===== src/rtl/etsc_pkg.sv =====
// ----------------------------------------------------------------------------
// etsc_pkg
// Shared types, codes and constants of the edge trigger sample capture block.
// ----------------------------------------------------------------------------
package etsc_pkg;

	localparam int BUFFER_DEPTH = 1024;

	localparam int SAMPLE_W = 12;
	localparam int KIND_W   = 2;
	localparam int MODE_W   = 2;
	localparam int COUNT_W  = 11;
	localparam int INDEX_W  = 10;
	localparam int PHASE_W  = 3;
	localparam int CFG_IDX_W  = 2;
	localparam int CFG_DATA_W = 12;

	// item kinds
	localparam logic [KIND_W-1:0] KIND_SAMPLE  = 2'd0;
	localparam logic [KIND_W-1:0] KIND_ARM     = 2'd1;
	localparam logic [KIND_W-1:0] KIND_OVERRUN = 2'd2;
	localparam logic [KIND_W-1:0] KIND_NONE    = 2'd3;

	// trigger modes
	localparam logic [MODE_W-1:0] MODE_TOGGLE  = 2'd0;
	localparam logic [MODE_W-1:0] MODE_FALLING = 2'd1;
	localparam logic [MODE_W-1:0] MODE_RISING  = 2'd2;
	localparam logic [MODE_W-1:0] MODE_FREE    = 2'd3;

	// run phases
	localparam logic [PHASE_W-1:0] PH_IDLE    = 3'd0;
	localparam logic [PHASE_W-1:0] PH_ARMED   = 3'd1;
	localparam logic [PHASE_W-1:0] PH_CAPTURE = 3'd2;
	localparam logic [PHASE_W-1:0] PH_DONE    = 3'd3;
	localparam logic [PHASE_W-1:0] PH_ERROR   = 3'd4;

	// register indexes
	localparam logic [CFG_IDX_W-1:0] REG_LEVEL = 2'd0;
	localparam logic [CFG_IDX_W-1:0] REG_MODE  = 2'd1;
	localparam logic [CFG_IDX_W-1:0] REG_COUNT = 2'd2;

	// reset values
	localparam logic [SAMPLE_W-1:0] LEVEL_RST = 12'h7ff;
	localparam logic [MODE_W-1:0]   MODE_RST  = MODE_TOGGLE;
	localparam logic [COUNT_W-1:0]  COUNT_RST = 11'd992;

	localparam logic [COUNT_W-1:0] DEPTH_CNT = COUNT_W'(BUFFER_DEPTH);

	typedef struct packed {
		logic [SAMPLE_W-1:0] level;
		logic [MODE_W-1:0]   mode;
		logic [COUNT_W-1:0]  count;
	} cfg_t;

	typedef struct packed {
		logic [KIND_W-1:0]   kind;
		logic [SAMPLE_W-1:0] sample_value;
	} item_t;

	typedef struct packed {
		logic                captured;
		logic [SAMPLE_W-1:0] captured_value;
		logic [INDEX_W-1:0]  capture_index;
		logic                frame_last;
		logic [PHASE_W-1:0]  run_status;
	} result_t;

	typedef struct packed {
		logic [PHASE_W-1:0] phase;
		logic               first_seen;
		logic               watch_above;
		logic               need_ref;
		logic [COUNT_W-1:0] count;
	} state_t;

	// effective frame length: zero acts as one, clipped to the buffer
	function automatic logic [COUNT_W-1:0] frame_length(input logic [COUNT_W-1:0] n);
		logic [COUNT_W-1:0] len;
		len = n;
		if (len == '0)
			len = COUNT_W'(1);
		if (len > DEPTH_CNT)
			len = DEPTH_CNT;
		return len;
	endfunction

endpackage


===== src/rtl/etsc_item_if.sv =====
// ----------------------------------------------------------------------------
// etsc_item_if
// Input channel: sample, arm and overrun items with valid/ready handshake.
// ----------------------------------------------------------------------------
interface etsc_item_if;
	import etsc_pkg::*;

	logic                valid;
	logic                ready;
	logic [KIND_W-1:0]   kind;
	logic [SAMPLE_W-1:0] sample_value;

	modport source (output valid, output kind, output sample_value, input ready);
	modport sink   (input valid, input kind, input sample_value, output ready);
endinterface


===== src/rtl/etsc_result_if.sv =====
// ----------------------------------------------------------------------------
// etsc_result_if
// Output channel: one capture result per input item, valid/ready handshake.
// ----------------------------------------------------------------------------
interface etsc_result_if;
	import etsc_pkg::*;

	logic                valid;
	logic                ready;
	logic                captured;
	logic [SAMPLE_W-1:0] captured_value;
	logic [INDEX_W-1:0]  capture_index;
	logic                frame_last;
	logic [PHASE_W-1:0]  run_status;

	modport source (output valid, output captured, output captured_value,
		output capture_index, output frame_last, output run_status, input ready);
	modport sink   (input valid, input captured, input captured_value,
		input capture_index, input frame_last, input run_status, output ready);
endinterface


===== src/rtl/etsc_step.sv =====
// ----------------------------------------------------------------------------
// etsc_step
// Trigger detection and capture bookkeeping for one item: next state and result.
// ----------------------------------------------------------------------------
module etsc_step (
	input  etsc_pkg::cfg_t    cfg,
	input  etsc_pkg::state_t  st,
	input  etsc_pkg::item_t   it,
	output etsc_pkg::state_t  st_next,
	output etsc_pkg::result_t res
);
	import etsc_pkg::*;

	logic               below;
	logic               above;
	logic               fire;
	logic               store;
	logic [COUNT_W-1:0] count_inc;
	logic [COUNT_W-1:0] len;

	assign below     = it.sample_value < cfg.level;
	assign above     = it.sample_value > cfg.level;
	assign count_inc = st.count + COUNT_W'(1);
	assign len       = frame_length(cfg.count);

	always_comb begin
		st_next = st;
		fire    = 1'b0;
		store   = 1'b0;
		res     = '0;

		unique case (it.kind)
			KIND_ARM: begin
				st_next.first_seen  = 1'b0;
				st_next.watch_above = 1'b0;
				st_next.need_ref    = 1'b1;
				st_next.count       = '0;
				st_next.phase       = (cfg.mode == MODE_FREE) ? PH_CAPTURE : PH_ARMED;
			end
			KIND_OVERRUN: begin
				st_next.phase = PH_ERROR;
			end
			KIND_SAMPLE: begin
				if (st.phase == PH_ARMED) begin
					unique case (cfg.mode)
						MODE_TOGGLE: begin
							if (st.need_ref) begin
								st_next.watch_above = below;
								st_next.need_ref    = 1'b0;
								st_next.first_seen  = 1'b1;
							end else begin
								fire = st.watch_above ? above : below;
							end
						end
						MODE_FALLING: begin
							if (!st.first_seen) begin
								if (above)
									st_next.first_seen = 1'b1;
							end else begin
								fire = below;
							end
						end
						MODE_RISING: begin
							if (!st.first_seen) begin
								if (below)
									st_next.first_seen = 1'b1;
							end else begin
								fire = above;
							end
						end
						default: begin
							fire = 1'b1;
						end
					endcase
					if (fire) begin
						st_next.phase = PH_CAPTURE;
						store         = (cfg.mode == MODE_FREE);
					end
				end else if (st.phase == PH_CAPTURE) begin
					store = 1'b1;
				end
				if (store) begin
					res.captured       = 1'b1;
					res.captured_value = it.sample_value;
					res.capture_index  = st.count[INDEX_W-1:0];
					if (count_inc >= len) begin
						res.frame_last = 1'b1;
						st_next.phase  = PH_DONE;
					end
					st_next.count = count_inc;
				end
			end
			default: begin
			end
		endcase

		res.run_status = st_next.phase;
	end

endmodule


===== src/rtl/edge_trigger_sample_capture.sv =====
// ----------------------------------------------------------------------------
// edge_trigger_sample_capture
// Scope-style edge trigger and frame capture for 12-bit converter samples.
//
// Channels: item (sink) takes sample, arm and overrun items; result (source)
// returns exactly one result per item: capture flag, value, index within the
// frame, last mark and the run phase after the item. Both use valid/ready;
// an item moves when valid and ready are high at a rising clock edge.
// Configuration: cfg_we/cfg_index/cfg_data write trigger_level (0),
// trigger_mode (1) and sample_count (2); the user must write them only
// while the block is idle, which the block itself does not enforce.
// Path: an accepted item passes the input register, then the result register.
// Throughput: one item per cycle unless result.ready stalls; the trigger
// compare and count update sit in a single stage between the two registers.
// Reset: phase idle, configuration at its reset values, both channels empty.
// Stall: when the receiver holds ready low the result register holds; one
// more item is taken if the input register is empty, then item.ready drops.
// ----------------------------------------------------------------------------
module edge_trigger_sample_capture (
	input  logic                               clk,
	input  logic                               arst_n,
	input  logic                               cfg_we,
	input  logic [etsc_pkg::CFG_IDX_W-1:0]     cfg_index,
	input  logic [etsc_pkg::CFG_DATA_W-1:0]    cfg_data,
	etsc_item_if.sink                          item,
	etsc_result_if.source                      result
);
	import etsc_pkg::*;

	cfg_t    cfg_q;
	state_t  st_q;
	state_t  st_next;
	item_t   item_s1;
	logic    valid_s1;
	result_t res_next;
	result_t res_q;
	logic    out_valid_q;
	logic    advance;
	item_t   item_in;

	assign advance    = !out_valid_q || result.ready;
	assign item.ready = !valid_s1 || advance;
	assign item_in    = '{kind: item.kind, sample_value: item.sample_value};

	always_ff @(posedge clk or negedge arst_n) begin
		if (!arst_n) begin
			cfg_q.level <= LEVEL_RST;
			cfg_q.mode  <= MODE_RST;
			cfg_q.count <= COUNT_RST;
		end else if (cfg_we) begin
			unique case (cfg_index)
				REG_LEVEL: cfg_q.level <= cfg_data[SAMPLE_W-1:0];
				REG_MODE:  cfg_q.mode  <= cfg_data[MODE_W-1:0];
				REG_COUNT: cfg_q.count <= cfg_data[COUNT_W-1:0];
				default: begin
				end
			endcase
		end
	end

	always_ff @(posedge clk or negedge arst_n) begin
		if (!arst_n) begin
			valid_s1    <= 1'b0;
			out_valid_q <= 1'b0;
			st_q        <= '{phase: PH_IDLE, first_seen: 1'b0, watch_above: 1'b0,
				need_ref: 1'b0, count: '0};
		end else begin
			if (item.ready)
				valid_s1 <= item.valid;
			if (advance) begin
				out_valid_q <= valid_s1;
				if (valid_s1)
					st_q <= st_next;
			end
		end
	end

	always_ff @(posedge clk) begin
		if (item.valid && item.ready)
			item_s1 <= item_in;
		if (advance && valid_s1)
			res_q <= res_next;
	end

	etsc_step u_step (
		.cfg     (cfg_q),
		.st      (st_q),
		.it      (item_s1),
		.st_next (st_next),
		.res     (res_next)
	);

	assign result.valid          = out_valid_q;
	assign result.captured       = res_q.captured;
	assign result.captured_value = res_q.captured_value;
	assign result.capture_index  = res_q.capture_index;
	assign result.frame_last     = res_q.frame_last;
	assign result.run_status     = res_q.run_status;

	a_last_is_captured: assert property (@(posedge clk) disable iff (!arst_n)
		out_valid_q && res_q.frame_last |-> res_q.captured && res_q.run_status == PH_DONE)
		else $error("frame_last without a stored sample ending the frame");

	a_capture_phase: assert property (@(posedge clk) disable iff (!arst_n)
		out_valid_q && res_q.captured |->
			res_q.run_status == PH_CAPTURE || res_q.run_status == PH_DONE)
		else $error("sample stored outside capture");

	a_count_bound: assert property (@(posedge clk) disable iff (!arst_n)
		st_q.count <= DEPTH_CNT)
		else $error("capture count beyond buffer depth");

	a_state_hold: assert property (@(posedge clk) disable iff (!arst_n)
		out_valid_q && !result.ready |=> $stable(st_q) && $stable(res_q))
		else $error("state moved while the result was stalled");

	a_arm_clears: assert property (@(posedge clk) disable iff (!arst_n)
		advance && valid_s1 && item_s1.kind == KIND_ARM |=>
			st_q.count == '0 && (st_q.phase == PH_ARMED || st_q.phase == PH_CAPTURE))
		else $error("arm did not restart the frame");

endmodule

===== src/flat_wrapper.sv =====
// flat-port wrapper written by rule: the top's interface ports become plain ports
module edge_trigger_sample_capture_flat import etsc_pkg::*;
  (clk, arst_n, cfg_we, cfg_index, cfg_data, item_valid, item_kind, item_sample_value, item_ready, result_valid, result_captured, result_captured_value, result_capture_index, result_frame_last, result_run_status, result_ready);
  etsc_item_if item_i ();
  etsc_result_if result_i ();
  input  logic clk;
  input  logic arst_n;
  input  logic cfg_we;
  input  logic [etsc_pkg::CFG_IDX_W-1:0] cfg_index;
  input  logic [etsc_pkg::CFG_DATA_W-1:0] cfg_data;
  input wire logic [$bits(item_i.valid)-1:0] item_valid;
  input wire logic [$bits(item_i.kind)-1:0] item_kind;
  input wire logic [$bits(item_i.sample_value)-1:0] item_sample_value;
  output wire logic [$bits(item_i.ready)-1:0] item_ready;
  output wire logic [$bits(result_i.valid)-1:0] result_valid;
  output wire logic [$bits(result_i.captured)-1:0] result_captured;
  output wire logic [$bits(result_i.captured_value)-1:0] result_captured_value;
  output wire logic [$bits(result_i.capture_index)-1:0] result_capture_index;
  output wire logic [$bits(result_i.frame_last)-1:0] result_frame_last;
  output wire logic [$bits(result_i.run_status)-1:0] result_run_status;
  input wire logic [$bits(result_i.ready)-1:0] result_ready;
  assign item_i.valid = item_valid;
  assign item_i.kind = item_kind;
  assign item_i.sample_value = item_sample_value;
  assign item_ready = item_i.ready;
  assign result_valid = result_i.valid;
  assign result_captured = result_i.captured;
  assign result_captured_value = result_i.captured_value;
  assign result_capture_index = result_i.capture_index;
  assign result_frame_last = result_i.frame_last;
  assign result_run_status = result_i.run_status;
  assign result_i.ready = result_ready;
  edge_trigger_sample_capture u_core (.clk(clk), .arst_n(arst_n), .cfg_we(cfg_we), .cfg_index(cfg_index), .cfg_data(cfg_data), .item(item_i), .result(result_i));
endmodule

===== config.mk =====
export PLATFORM = sky130hd
export DESIGN_NAME = edge_trigger_sample_capture_flat
export DESIGN_NICKNAME = d
export VERILOG_FILES = /design/src/rtl/etsc_pkg.sv /design/src/rtl/etsc_item_if.sv /design/src/rtl/etsc_result_if.sv /design/src/rtl/etsc_step.sv /design/src/rtl/edge_trigger_sample_capture.sv /design/src/flat_wrapper.sv
export SDC_FILE = /design/constraint.sdc
export NUM_CORES = 1
export LEC_CHECK = 0
export ABC_AREA = 0
export ABC_CLOCK_PERIOD_IN_PS = 5100
export BUFFER_PORTS_ARGS = -buffer_cell sky130_fd_sc_hd__buf_2
export CELL_PAD_IN_SITES_DETAIL_PLACEMENT = 1
export CELL_PAD_IN_SITES_GLOBAL_PLACEMENT = 1
export CORE_ASPECT_RATIO = 1.4
export CORE_MARGIN = 5
export CORE_UTILIZATION = 40
export CTS_CLUSTER_DIAMETER = 120
export DETAILED_ROUTE_END_ITERATION = 7
export GPL_TIMING_DRIVEN = 0
export PLACE_DENSITY = 0.75
export SLEW_MARGIN = 20
export SYNTH_ARGS = -nofsm -noshare
export SYNTH_HDL_FRONTEND = slang
export SYNTH_SLANG_ARGS = --single-unit

===== constraint.sdc =====
create_clock -name clk -period 5.1 [get_ports clk]
set_input_delay 1.53 -clock clk [delete_from_list [all_inputs] [get_ports clk]]
set_output_delay 1.53 -clock clk [all_outputs]
set_load 0.03 [all_outputs]

==> impl_results.rst, run 1 <==
.. list-table::
   :header-rows: 1

   * - Metric
     - Value
   * - Outcome
     - complete, no violations
   * - Total via count after detailed routing
     - a little over 3,000
   * - Final number of max-transition violations
     - 0
   * - Mapped Area
     - around 4200 µm²
   * - Worst min-delay path startpoint
     - u_core.cfg_q[21]
   * - CTS tree
     - done
   * - Post-Synthesis Cells
     - ~370
   * - Combinational family with the most area after synthesis
     - simple AND/OR/NAND/NOR gates
   * - Leakage Power
     - ~2.2 nW
   * - Number of iterations in the first detailed-routing pass
     - 4
   * - Largest clock skew in the final design
     - around 0.0095 ns
   * - Remaining routing DRC violations
     - 0
   * - Ys flop type
     - sky130_fd_sc_hd__edfxtp_1
   * - Initial Utilization
     - 0.4082
   * - Die height
     - roughly 130 µm
   * - Buffers on Ports
     - around 60
   * - Gr ovfl total
     - 0
   * - Fmax
     - approximately 0.28 GHz
   * - Site row count
     - 44
   * - Die area
     - 12,810 µm²
   * - Width of the chip
     - 97.10 µm
   * - Routability congestion estimate from global placement
     - about 0.81
   * - Max incr delay on CP
     - about 0.20 ns
   * - Area after detailed placement
     - roughly 4700 µm²
   * - Global routing usage summed across all routing layers
     - 0.1612
   * - Pin count of the biggest net entering global routing
     - 45
   * - Final net count
     - 498
   * - Arithmetic-cell share of the synthesized area counting full adders, half adders and majority gates
     - 0.08483
   * - Basic-gate share of the synthesized area counting and, or, nand and nor cells
     - 0.1611
   * - Half-perimeter wire length of the detailed placement result
     - ~7200 µm
   * - Number of enable flip-flop cells after synthesis
     - 41
   * - Cells after DPL
     - between 500 and 600
   * - Pin slew with the least headroom to its limit
     - ~0.73 ns
   * - Area leader, netlist
     - sky130_fd_sc_hd__edfxtp_1
   * - Max-cap check violation count
     - 0
   * - Core area
     - 10,410 µm²
   * - Final design instance area without fill
     - about 5000 µm²
   * - Worst-skew pair later-pin latency
     - around 0.34 ns
   * - Critical path capture point type
     - primary output
   * - Area added between synthesis and finish
     - 18.00%
   * - CP required
     - roughly 3.6 ns
   * - Number of synthesized register bits
     - between 80 and 90
   * - Clock slew seen by the registers of the worst setup and hold paths
     - about 0.07 ns
   * - Detailed Route Iter0 Violations
     - 73
   * - Number of hold-repair buffers added at the cts stage
     - 0
   * - Area fraction of the dominant cell type after synthesis
     - 0.2898
   * - Sequential element share of the synthesized area
     - 0.5538
   * - Critical path origin
     - result_ready
   * - Reg-to-Reg Start
     - u_core.st_q[0]
   * - Slew HR
     - 0.5113
   * - Top cell family by delay on the critical path
     - buffers and inverters
   * - Critical Path Fanout Max
     - 3
   * - Area taken by flip-flops and latches
     - approximately 2400 µm²
   * - Unique masters post-synth
     - 51
   * - Count of cells along the worst register-to-register path
     - 12
   * - Power consumption
     - 0.001875 W
   * - Sum of negative setup slack
     - 0 ns
   * - Number of cells on the critical path
     - 3
   * - Destination of the critical timing path
     - item_ready
   * - Post-synthesis xor/xnor area fraction
     - 0.02062
   * - Async SR Flop Fraction
     - 0.5176
   * - Routed len/inst
     - approximately 17 µm
   * - Final hold viol count
     - 0
   * - Multiplexer fraction of the synthesized cell area
     - 0.04448
   * - First-pass GRT wire length
     - between 15,000 and 20,000 µm
   * - Final critical-path required period
     - between 3 and 4 ns
   * - Synth Warn #
     - 0
   * - Critical path startpoint category
     - input pin
   * - Cell Count, Final, Fillers Out
     - 580
   * - Final setup viols
     - 0
   * - Footprint of the multi-input gates
     - about 1800 µm²
   * - Post-synthesis compound-gate area fraction
     - 0.1093
   * - Worst IR Drop VDD
     - between 200 and 250 µV
   * - Root buffer cell
     - sky130_fd_sc_hd__clkbuf_16
   * - ANT cells
     - 0
   * - Wire length reported by the detailed router
     - 9752 µm
   * - Post-synthesis net count
     - about 430
   * - Worst hold path class
     - flip-flop to flip-flop
   * - RSZ-0062 raised after global routing
     - no
   * - Period Utilization, post-route
     - 0.6946
   * - Total CTS buffers
     - 9
   * - Share of cells above drive strength 1
     - 0.2715
   * - Via count of the first global-routing pass
     - roughly 3,400
   * - Power density normalized to cell area
     - 374.2 nW/µm²
   * - Endpoint of the most critical register-to-register path
     - u_core.result.run_status[0]
   * - Number of H-tree branching levels
     - 3
   * - Worst reg2reg setup slack
     - around 1.7 ns
   * - Filler instances
     - ~1,200
   * - Most numerous cell on the critical path
     - sky130_fd_sc_hd__buf_2
   * - Number of buffers inserted by post-CTS setup repair
     - 0
   * - Number of resized instances in the post-cts repair step
     - 0
   * - Worst hold margin
     - 0.5120 ns
   * - CP Data Arrival Time
     - approximately 2 ns
   * - Ordered cell list for the critical path
     - buf_2, nand3b_1, buf_2
   * - Number of top-level pins
     - 62
   * - Crit Path Category
     - input pin to primary output
   * - Clk buf depth
     - 2
   * - Cell with the largest stage delay on the worst path
     - sky130_fd_sc_hd__buf_2
   * - Sum of buffers and inverters on the critical path
     - 2
   * - Via density per instance
     - between 5 and 6
   * - Number of antenna violations at the first check in global routing
     - 0
   * - Cells taking the most area after synthesis
     - sky130_fd_sc_hd__edfxtp_1 (29%), sky130_fd_sc_hd__dfrtp_1 (16%), sky130_fd_sc_hd__dfstp_2 (9.9%), sky130_fd_sc_hd__ha_1 (8.2%), sky130_fd_sc_hd__mux2_2 (4.0%)
   * - Per-instance average area after synthesis
     - 11.64 µm²
   * - Routed Antenna Nets
     - 0
   * - Total clock sinks
     - 85
[final cells by class]
type,count,area share
flip-flops and latches,85,0.4693
multi-input cells,251,0.3562
repair buffers,61,0.06141
clock buffers,11,0.04843
well taps,138,0.03445
inverters,21,0.01573
clock inverters,5,0.008238
plain buffers,8,0.006241
[cell usage in the layout (no fill, tap or decap), types with 3 or more instances in the layout]
master	n
sky130_fd_sc_hd__clkbuf_16	9
sky130_fd_sc_hd__nand3_1	9
sky130_fd_sc_hd__edfxtp_1	41
sky130_fd_sc_hd__nor2_1	13
sky130_fd_sc_hd__and3_1	5
sky130_fd_sc_hd__mux2_2	15
sky130_fd_sc_hd__a211oi_1	3
sky130_fd_sc_hd__ha_1	28
sky130_fd_sc_hd__xnor2_1	6
sky130_fd_sc_hd__clkbuf_1	8
sky130_fd_sc_hd__nand2_1	43
sky130_fd_sc_hd__inv_1	19
sky130_fd_sc_hd__nand3b_1	3
sky130_fd_sc_hd__buf_2	61
sky130_fd_sc_hd__inv_6	3
sky130_fd_sc_hd__a21oi_1	7
sky130_fd_sc_hd__dfrtp_1	28
sky130_fd_sc_hd__a21o_1	5
sky130_fd_sc_hd__nand4_1	3
sky130_fd_sc_hd__and2_1	23
sky130_fd_sc_hd__nor2b_1	5
sky130_fd_sc_hd__dfstp_2	16
sky130_fd_sc_hd__o211ai_1	3
sky130_fd_sc_hd__o21ai_0	30
sky130_fd_sc_hd__a31oi_1	5
sky130_fd_sc_hd__xor2_1	4
sky130_fd_sc_hd__nand2b_1	7
sky130_fd_sc_hd__nor3_1	3
[worst reg2reg max path: cells and delay by family, from the launching register on]
family          cells  cell delay [ns]
xor+xnor            1             0.20
fa+ha+maj           2             0.53
compound gates      4             0.75
flops               1             0.44
simple gates        5             1.25
[metal layers]
metal / global-route usage / routed length, µm
met1: 0.1810 / 3908
met2: 0.3007 / 5400
met3: 0.03441 / 274
met4: 0.05152 / 169
met5: 0 / 0
[sequential cells by signal (all words and copies together) (netlist names)]
signal / count
u_core.result.capture_index: 10
u_core.result.run_status: 3
u_core.result.captured_value: 12
u_core.result.valid: 1
u_core.result.frame_last: 1
u_core.item_s1: 14
u_core.st_q: 17
u_core.valid_s1: 1
u_core.cfg_q: 25
u_core.result.captured: 1
[cells by family after synthesis]
group                      count (synthesis)
xor gates and xnor gates                  10
AOI/OAI and AO/OA                         67
muxes                                     17
DFF                                       85
adders and majority gates                 29
buffers and inverters                     29
and+or+nand+nor                          128
[per-stage QoR]
step | util | worst slack, ns
after CTS | 0.4815 | 1.553
after detailed placement | 0.4542 | 1.557
after floorplan | - | 1.694
after global routing | 0.4817 | 1.470
after global placement | 0.4542 | 1.256
final | 0.4817 | 1.558
[report_power, final]
part,switching [W],internal (W)
Clock,0.000278,0.000349
Combinational,0.000226,0.000147
Sequential,0.0000540,0.000821
[Yosys cell counts (3+ instances only)]
cell type                   n
sky130_fd_sc_hd__a211oi_1   3
sky130_fd_sc_hd__clkbuf_1   7
sky130_fd_sc_hd__nor2b_1    5
sky130_fd_sc_hd__nand4_1    3
sky130_fd_sc_hd__ha_1      28
sky130_fd_sc_hd__nand2_1   43
sky130_fd_sc_hd__o21ai_0   30
sky130_fd_sc_hd__and3_1     5
sky130_fd_sc_hd__xor2_1     4
sky130_fd_sc_hd__mux2_2    15
sky130_fd_sc_hd__a21oi_1    7
sky130_fd_sc_hd__and2_1    23
sky130_fd_sc_hd__dfrtp_1   28
sky130_fd_sc_hd__dfstp_2   16
sky130_fd_sc_hd__nor2_1    13
sky130_fd_sc_hd__inv_1     20
sky130_fd_sc_hd__a31oi_1    5
sky130_fd_sc_hd__nand3b_1   3
sky130_fd_sc_hd__nand3_1    9
sky130_fd_sc_hd__a21o_1     5
sky130_fd_sc_hd__xnor2_1    6
sky130_fd_sc_hd__edfxtp_1  41
sky130_fd_sc_hd__nand2b_1   7
sky130_fd_sc_hd__o211ai_1   3
sky130_fd_sc_hd__nor3_1     3
[worst min path at each step]
stage / cells after the start / end / slack [ns]
after floorplan: 2 / u_core.st_q[11] / 0.47
after global placement: 1 / u_core.st_q[10] / 0.49
after detailed placement: 2 / u_core.st_q[11] / 0.50
after CTS: 2 / u_core.cfg_q[21] / 0.52
after global routing: 2 / u_core.cfg_q[17] / 0.54
final: 2 / u_core.cfg_q[21] / 0.51
Power figures use the tool's default switching activity.
==> run 2: changes to the inputs <==
--- a/config.mk
+++ b/config.mk
@@ -6,7 +6,7 @@
 export NUM_CORES = 1
 export LEC_CHECK = 0
 export ABC_AREA = 0
-export ABC_CLOCK_PERIOD_IN_PS = 5100
+export ABC_CLOCK_PERIOD_IN_PS = 3250
 export BUFFER_PORTS_ARGS = -buffer_cell sky130_fd_sc_hd__buf_2
 export CELL_PAD_IN_SITES_DETAIL_PLACEMENT = 1
 export CELL_PAD_IN_SITES_GLOBAL_PLACEMENT = 1
@@ -16,7 +16,7 @@
 export CTS_CLUSTER_DIAMETER = 120
 export DETAILED_ROUTE_END_ITERATION = 7
 export GPL_TIMING_DRIVEN = 0
-export PLACE_DENSITY = 0.75
+export PLACE_DENSITY = 0.78
 export SLEW_MARGIN = 20
 export SYNTH_ARGS = -nofsm -noshare
 export SYNTH_HDL_FRONTEND = slang
==> constraint.sdc (replaced) <==
create_clock -name clk -period 3.25 [get_ports clk]
set_input_delay 0.975 -clock clk [delete_from_list [all_inputs] [get_ports clk]]
set_output_delay 0.975 -clock clk [all_outputs]
set_load 0.03 [all_outputs]
==> run 2 against run 1 <==
Effect of this change: global-route usage grew 0.074 points; clock skew grew 0.00069 ns; first-iteration DRC count grew 47%; core utilization grew 0.83 points; sequential share of layout area shrank 0.77 points; critical path type is now flip-flop to flip-flop; highest routed layer unchanged.
==> impl_results.rst, run 2 (synthesis gave the netlist of run 1 again) <==
.. list-table::
   :header-rows: 1

   * - Metric
     - Value
   * - Pin count of the biggest net entering global routing
     - between 40 and 50
   * - Share of cells above drive strength 1
     - 0.2908
   * - Filler instances
     - around 1,200
   * - Total clock sinks
     - 85
   * - Number of antenna violations at the first check in global routing
     - 0
   * - Critical path startpoint category
     - flip-flop
   * - Total CTS buffers
     - 9
   * - Fmax
     - roughly 0.32 GHz
   * - Worst-skew pair later-pin latency
     - between 0.3 and 0.4 ns
   * - Detailed Route Iter0 Violations
     - about 110
   * - GRT met2 Usage
     - 0.2888
   * - Crit Path Category
     - flip-flop to flip-flop
   * - Core area
     - ~10,000 µm²
   * - Period Utilization, post-route
     - 0.9616
   * - Slew HR
     - 0.4657
   * - Routed Antenna Nets
     - 0
   * - Width of the chip
     - ~97 µm
   * - Routed len/inst
     - around 17 µm
   * - Final net count
     - between 500 and 600
   * - ANT cells
     - 0
   * - Wire length reported by the detailed router
     - between 10,000 and 15,000 µm
   * - Reg-to-Reg Start
     - u_core.st_q[4]
   * - Number of top-level pins
     - 62
   * - Area added between synthesis and finish
     - 20.03%
   * - Number of iterations in the first detailed-routing pass
     - 4
   * - Outcome
     - complete, no violations
   * - Power density normalized to cell area
     - approximately 600 nW/µm²
   * - Final number of max-transition violations
     - 0
   * - RSZ-0062 raised after global routing
     - no
   * - Total via count after detailed routing
     - 3,105
   * - Initial Utilization
     - 0.4082
   * - First-pass GRT wire length
     - around 16,000 µm
   * - Pin slew with the least headroom to its limit
     - 0.8014 ns
   * - Grt peak-use layer
     - met2
   * - CTS tree
     - done
   * - Largest clock skew in the final design
     - 0.01019 ns
   * - Global routing usage summed across all routing layers
     - 0.1619
   * - Max-cap check violation count
     - 0
   * - Worst setup timing slack at the placement stage
     - -0.1706 ns
   * - Critical path origin
     - u_core.st_q[4]
   * - Root buffer cell
     - sky130_fd_sc_hd__clkbuf_16
   * - Top library cells by usage in the layout, fill and taps aside
     - sky130_fd_sc_hd__buf_2 (61), sky130_fd_sc_hd__nand2_1 (43), sky130_fd_sc_hd__edfxtp_1 (41)
   * - Endpoint of the most critical register-to-register path
     - u_core.result.run_status[0]
   * - Number of flip-flops under the largest register name
     - 25
   * - Die area
     - about 13,000 µm²
   * - Clock slew seen by the registers of the worst setup and hold paths
     - 0.07 ns
   * - Via density per instance
     - approximately 5.3
   * - Cells after DPL
     - 564
   * - Buffers on Ports
     - between 60 and 70
   * - Critical Path Fanout Max
     - 4
   * - Worst IR Drop VDD
     - around 300 µV
   * - Gr ovfl total
     - 0
   * - Worst hold path class
     - flip-flop to flip-flop
   * - Final hold viol count
     - 0
   * - Number of stages on the worst hold path
     - 2
   * - Final critical-path required period
     - between 3 and 4 ns
   * - Worst reg2reg setup slack
     - 0.12 ns
   * - CP Data Arrival Time
     - between 3 and 4 ns
   * - Fraction of met1 tracks used by global routing
     - 0.1844
   * - Worst hold margin
     - about 0.50 ns
   * - Remaining routing DRC violations
     - 0
   * - Site row count
     - 44
   * - Leakage Power
     - roughly 2.2 nW
   * - Final setup viols
     - 0
   * - Post-route worst setup slack
     - about 0.12 ns
   * - Via count of the first global-routing pass
     - around 3,400
   * - Clk buf depth
     - 2
   * - Destination of the critical timing path
     - u_core.result.run_status[0]
   * - Reg with most FFs
     - u_core.cfg_q
   * - Leading registers by flop count
     - u_core.cfg_q x25, u_core.st_q x17, u_core.item_s1 x14
   * - Routability congestion estimate from global placement
     - around 0.8
   * - Leading cell type in the layout, fill and taps excluded
     - sky130_fd_sc_hd__buf_2
   * - Critical path capture point type
     - flip-flop
   * - CP required
     - 3.33 ns
   * - Number of H-tree branching levels
     - 3
   * - Cell Count, Final, Fillers Out
     - approximately 590
   * - Count of cells along the worst register-to-register path
     - 12
   * - Number of hold-repair buffers added at the cts stage
     - 0
   * - GR Util met3
     - 0.02118
   * - Half-perimeter wire length of the detailed placement result
     - 7232 µm
   * - Die height
     - 131.9 µm
## run 2: final cells by class
cell class,count,area [µm²],area share
sequential,85,2354,0.4616
multi-input combinational,251,1826,0.3580
timing repair buffer,66,345.3,0.06773
clock buffer,14,275.3,0.05399
tap,138,172.7,0.03387
inverter,21,78.83,0.01546
buffer,8,31.28,0.006135
clock inverter,2,16.27,0.003190
## run 2: per-layer routing
| layer | part of all wire | wire (µm) |
|---|---|---|
| met1 | 0.39 | 4033 |
| met5 | 0 | 0 |
| met2 | 0.55 | 5584 |
| met3 | 0.034 | 344 |
| met4 | 0.025 | 258 |
## run 2: how the worst min path moves through the flow
stage | to | startpoint | slack [ns]
3_5_place_dp | u_core.st_q[11] | u_core.st_q[11] | 0.49
5_1_grt | u_core.cfg_q[19] | u_core.cfg_q[19] | 0.53
2_1_floorplan | u_core.st_q[11] | u_core.st_q[11] | 0.47
4_1_cts | u_core.cfg_q[19] | u_core.cfg_q[19] | 0.51
3_3_place_gp | u_core.st_q[10] | u_core.st_q[10] | 0.49
6_report | u_core.st_q[11] | u_core.st_q[11] | 0.50
## run 2: power breakdown
group / total (W) / internal, W / switching (W)
clock network: 0.00101 / 0.000588 / 0.000417
logic: 0.000595 / 0.000236 / 0.000360
registers: 0.00138 / 0.00129 / 0.0000900
total: 0.00298 / 0.00211 / 0.000867
## run 2: worst max-delay path: stages (launching register included)
cell and delay, ns:
sky130_fd_sc_hd__dfrtp_1 0.37, sky130_fd_sc_hd__and3_4 0.21, sky130_fd_sc_hd__and3_1 0.19, sky130_fd_sc_hd__and3_4 0.22, sky130_fd_sc_hd__nand3_1 0.10, sky130_fd_sc_hd__xnor2_1 0.17, sky130_fd_sc_hd__ha_1 0.23, sky130_fd_sc_hd__or4_1 0.56
sky130_fd_sc_hd__a211oi_2 0.22, sky130_fd_sc_hd__o31a_1 0.23, sky130_fd_sc_hd__nor3_4 0.08, sky130_fd_sc_hd__o21ai_0 0.17, sky130_fd_sc_hd__o211ai_1 0.11
## run 2: repair_timing
| item | CTS | global route |
|---|---|---|
| setup buffers | 1 | 4 |
| pin swaps | 0 | 1 |
| gates resized for setup | 5 | 4 |
| endpoints found under the setup margin | 3 | 3 |
## run 2: per-stage QoR
step,total power [W],TNS [ns],cell area (µm²),util
2_1_floorplan,0.001795,0,4248,-
3_5_place_dp,0.001989,-0.2684,4726,0.4542
6_report,0.002979,0,5099,0.4900
3_3_place_gp,0.001949,-0.1438,4726,0.4542
4_1_cts,0.003005,0,5045,0.4848
5_1_grt,0.003128,0,5099,0.4900
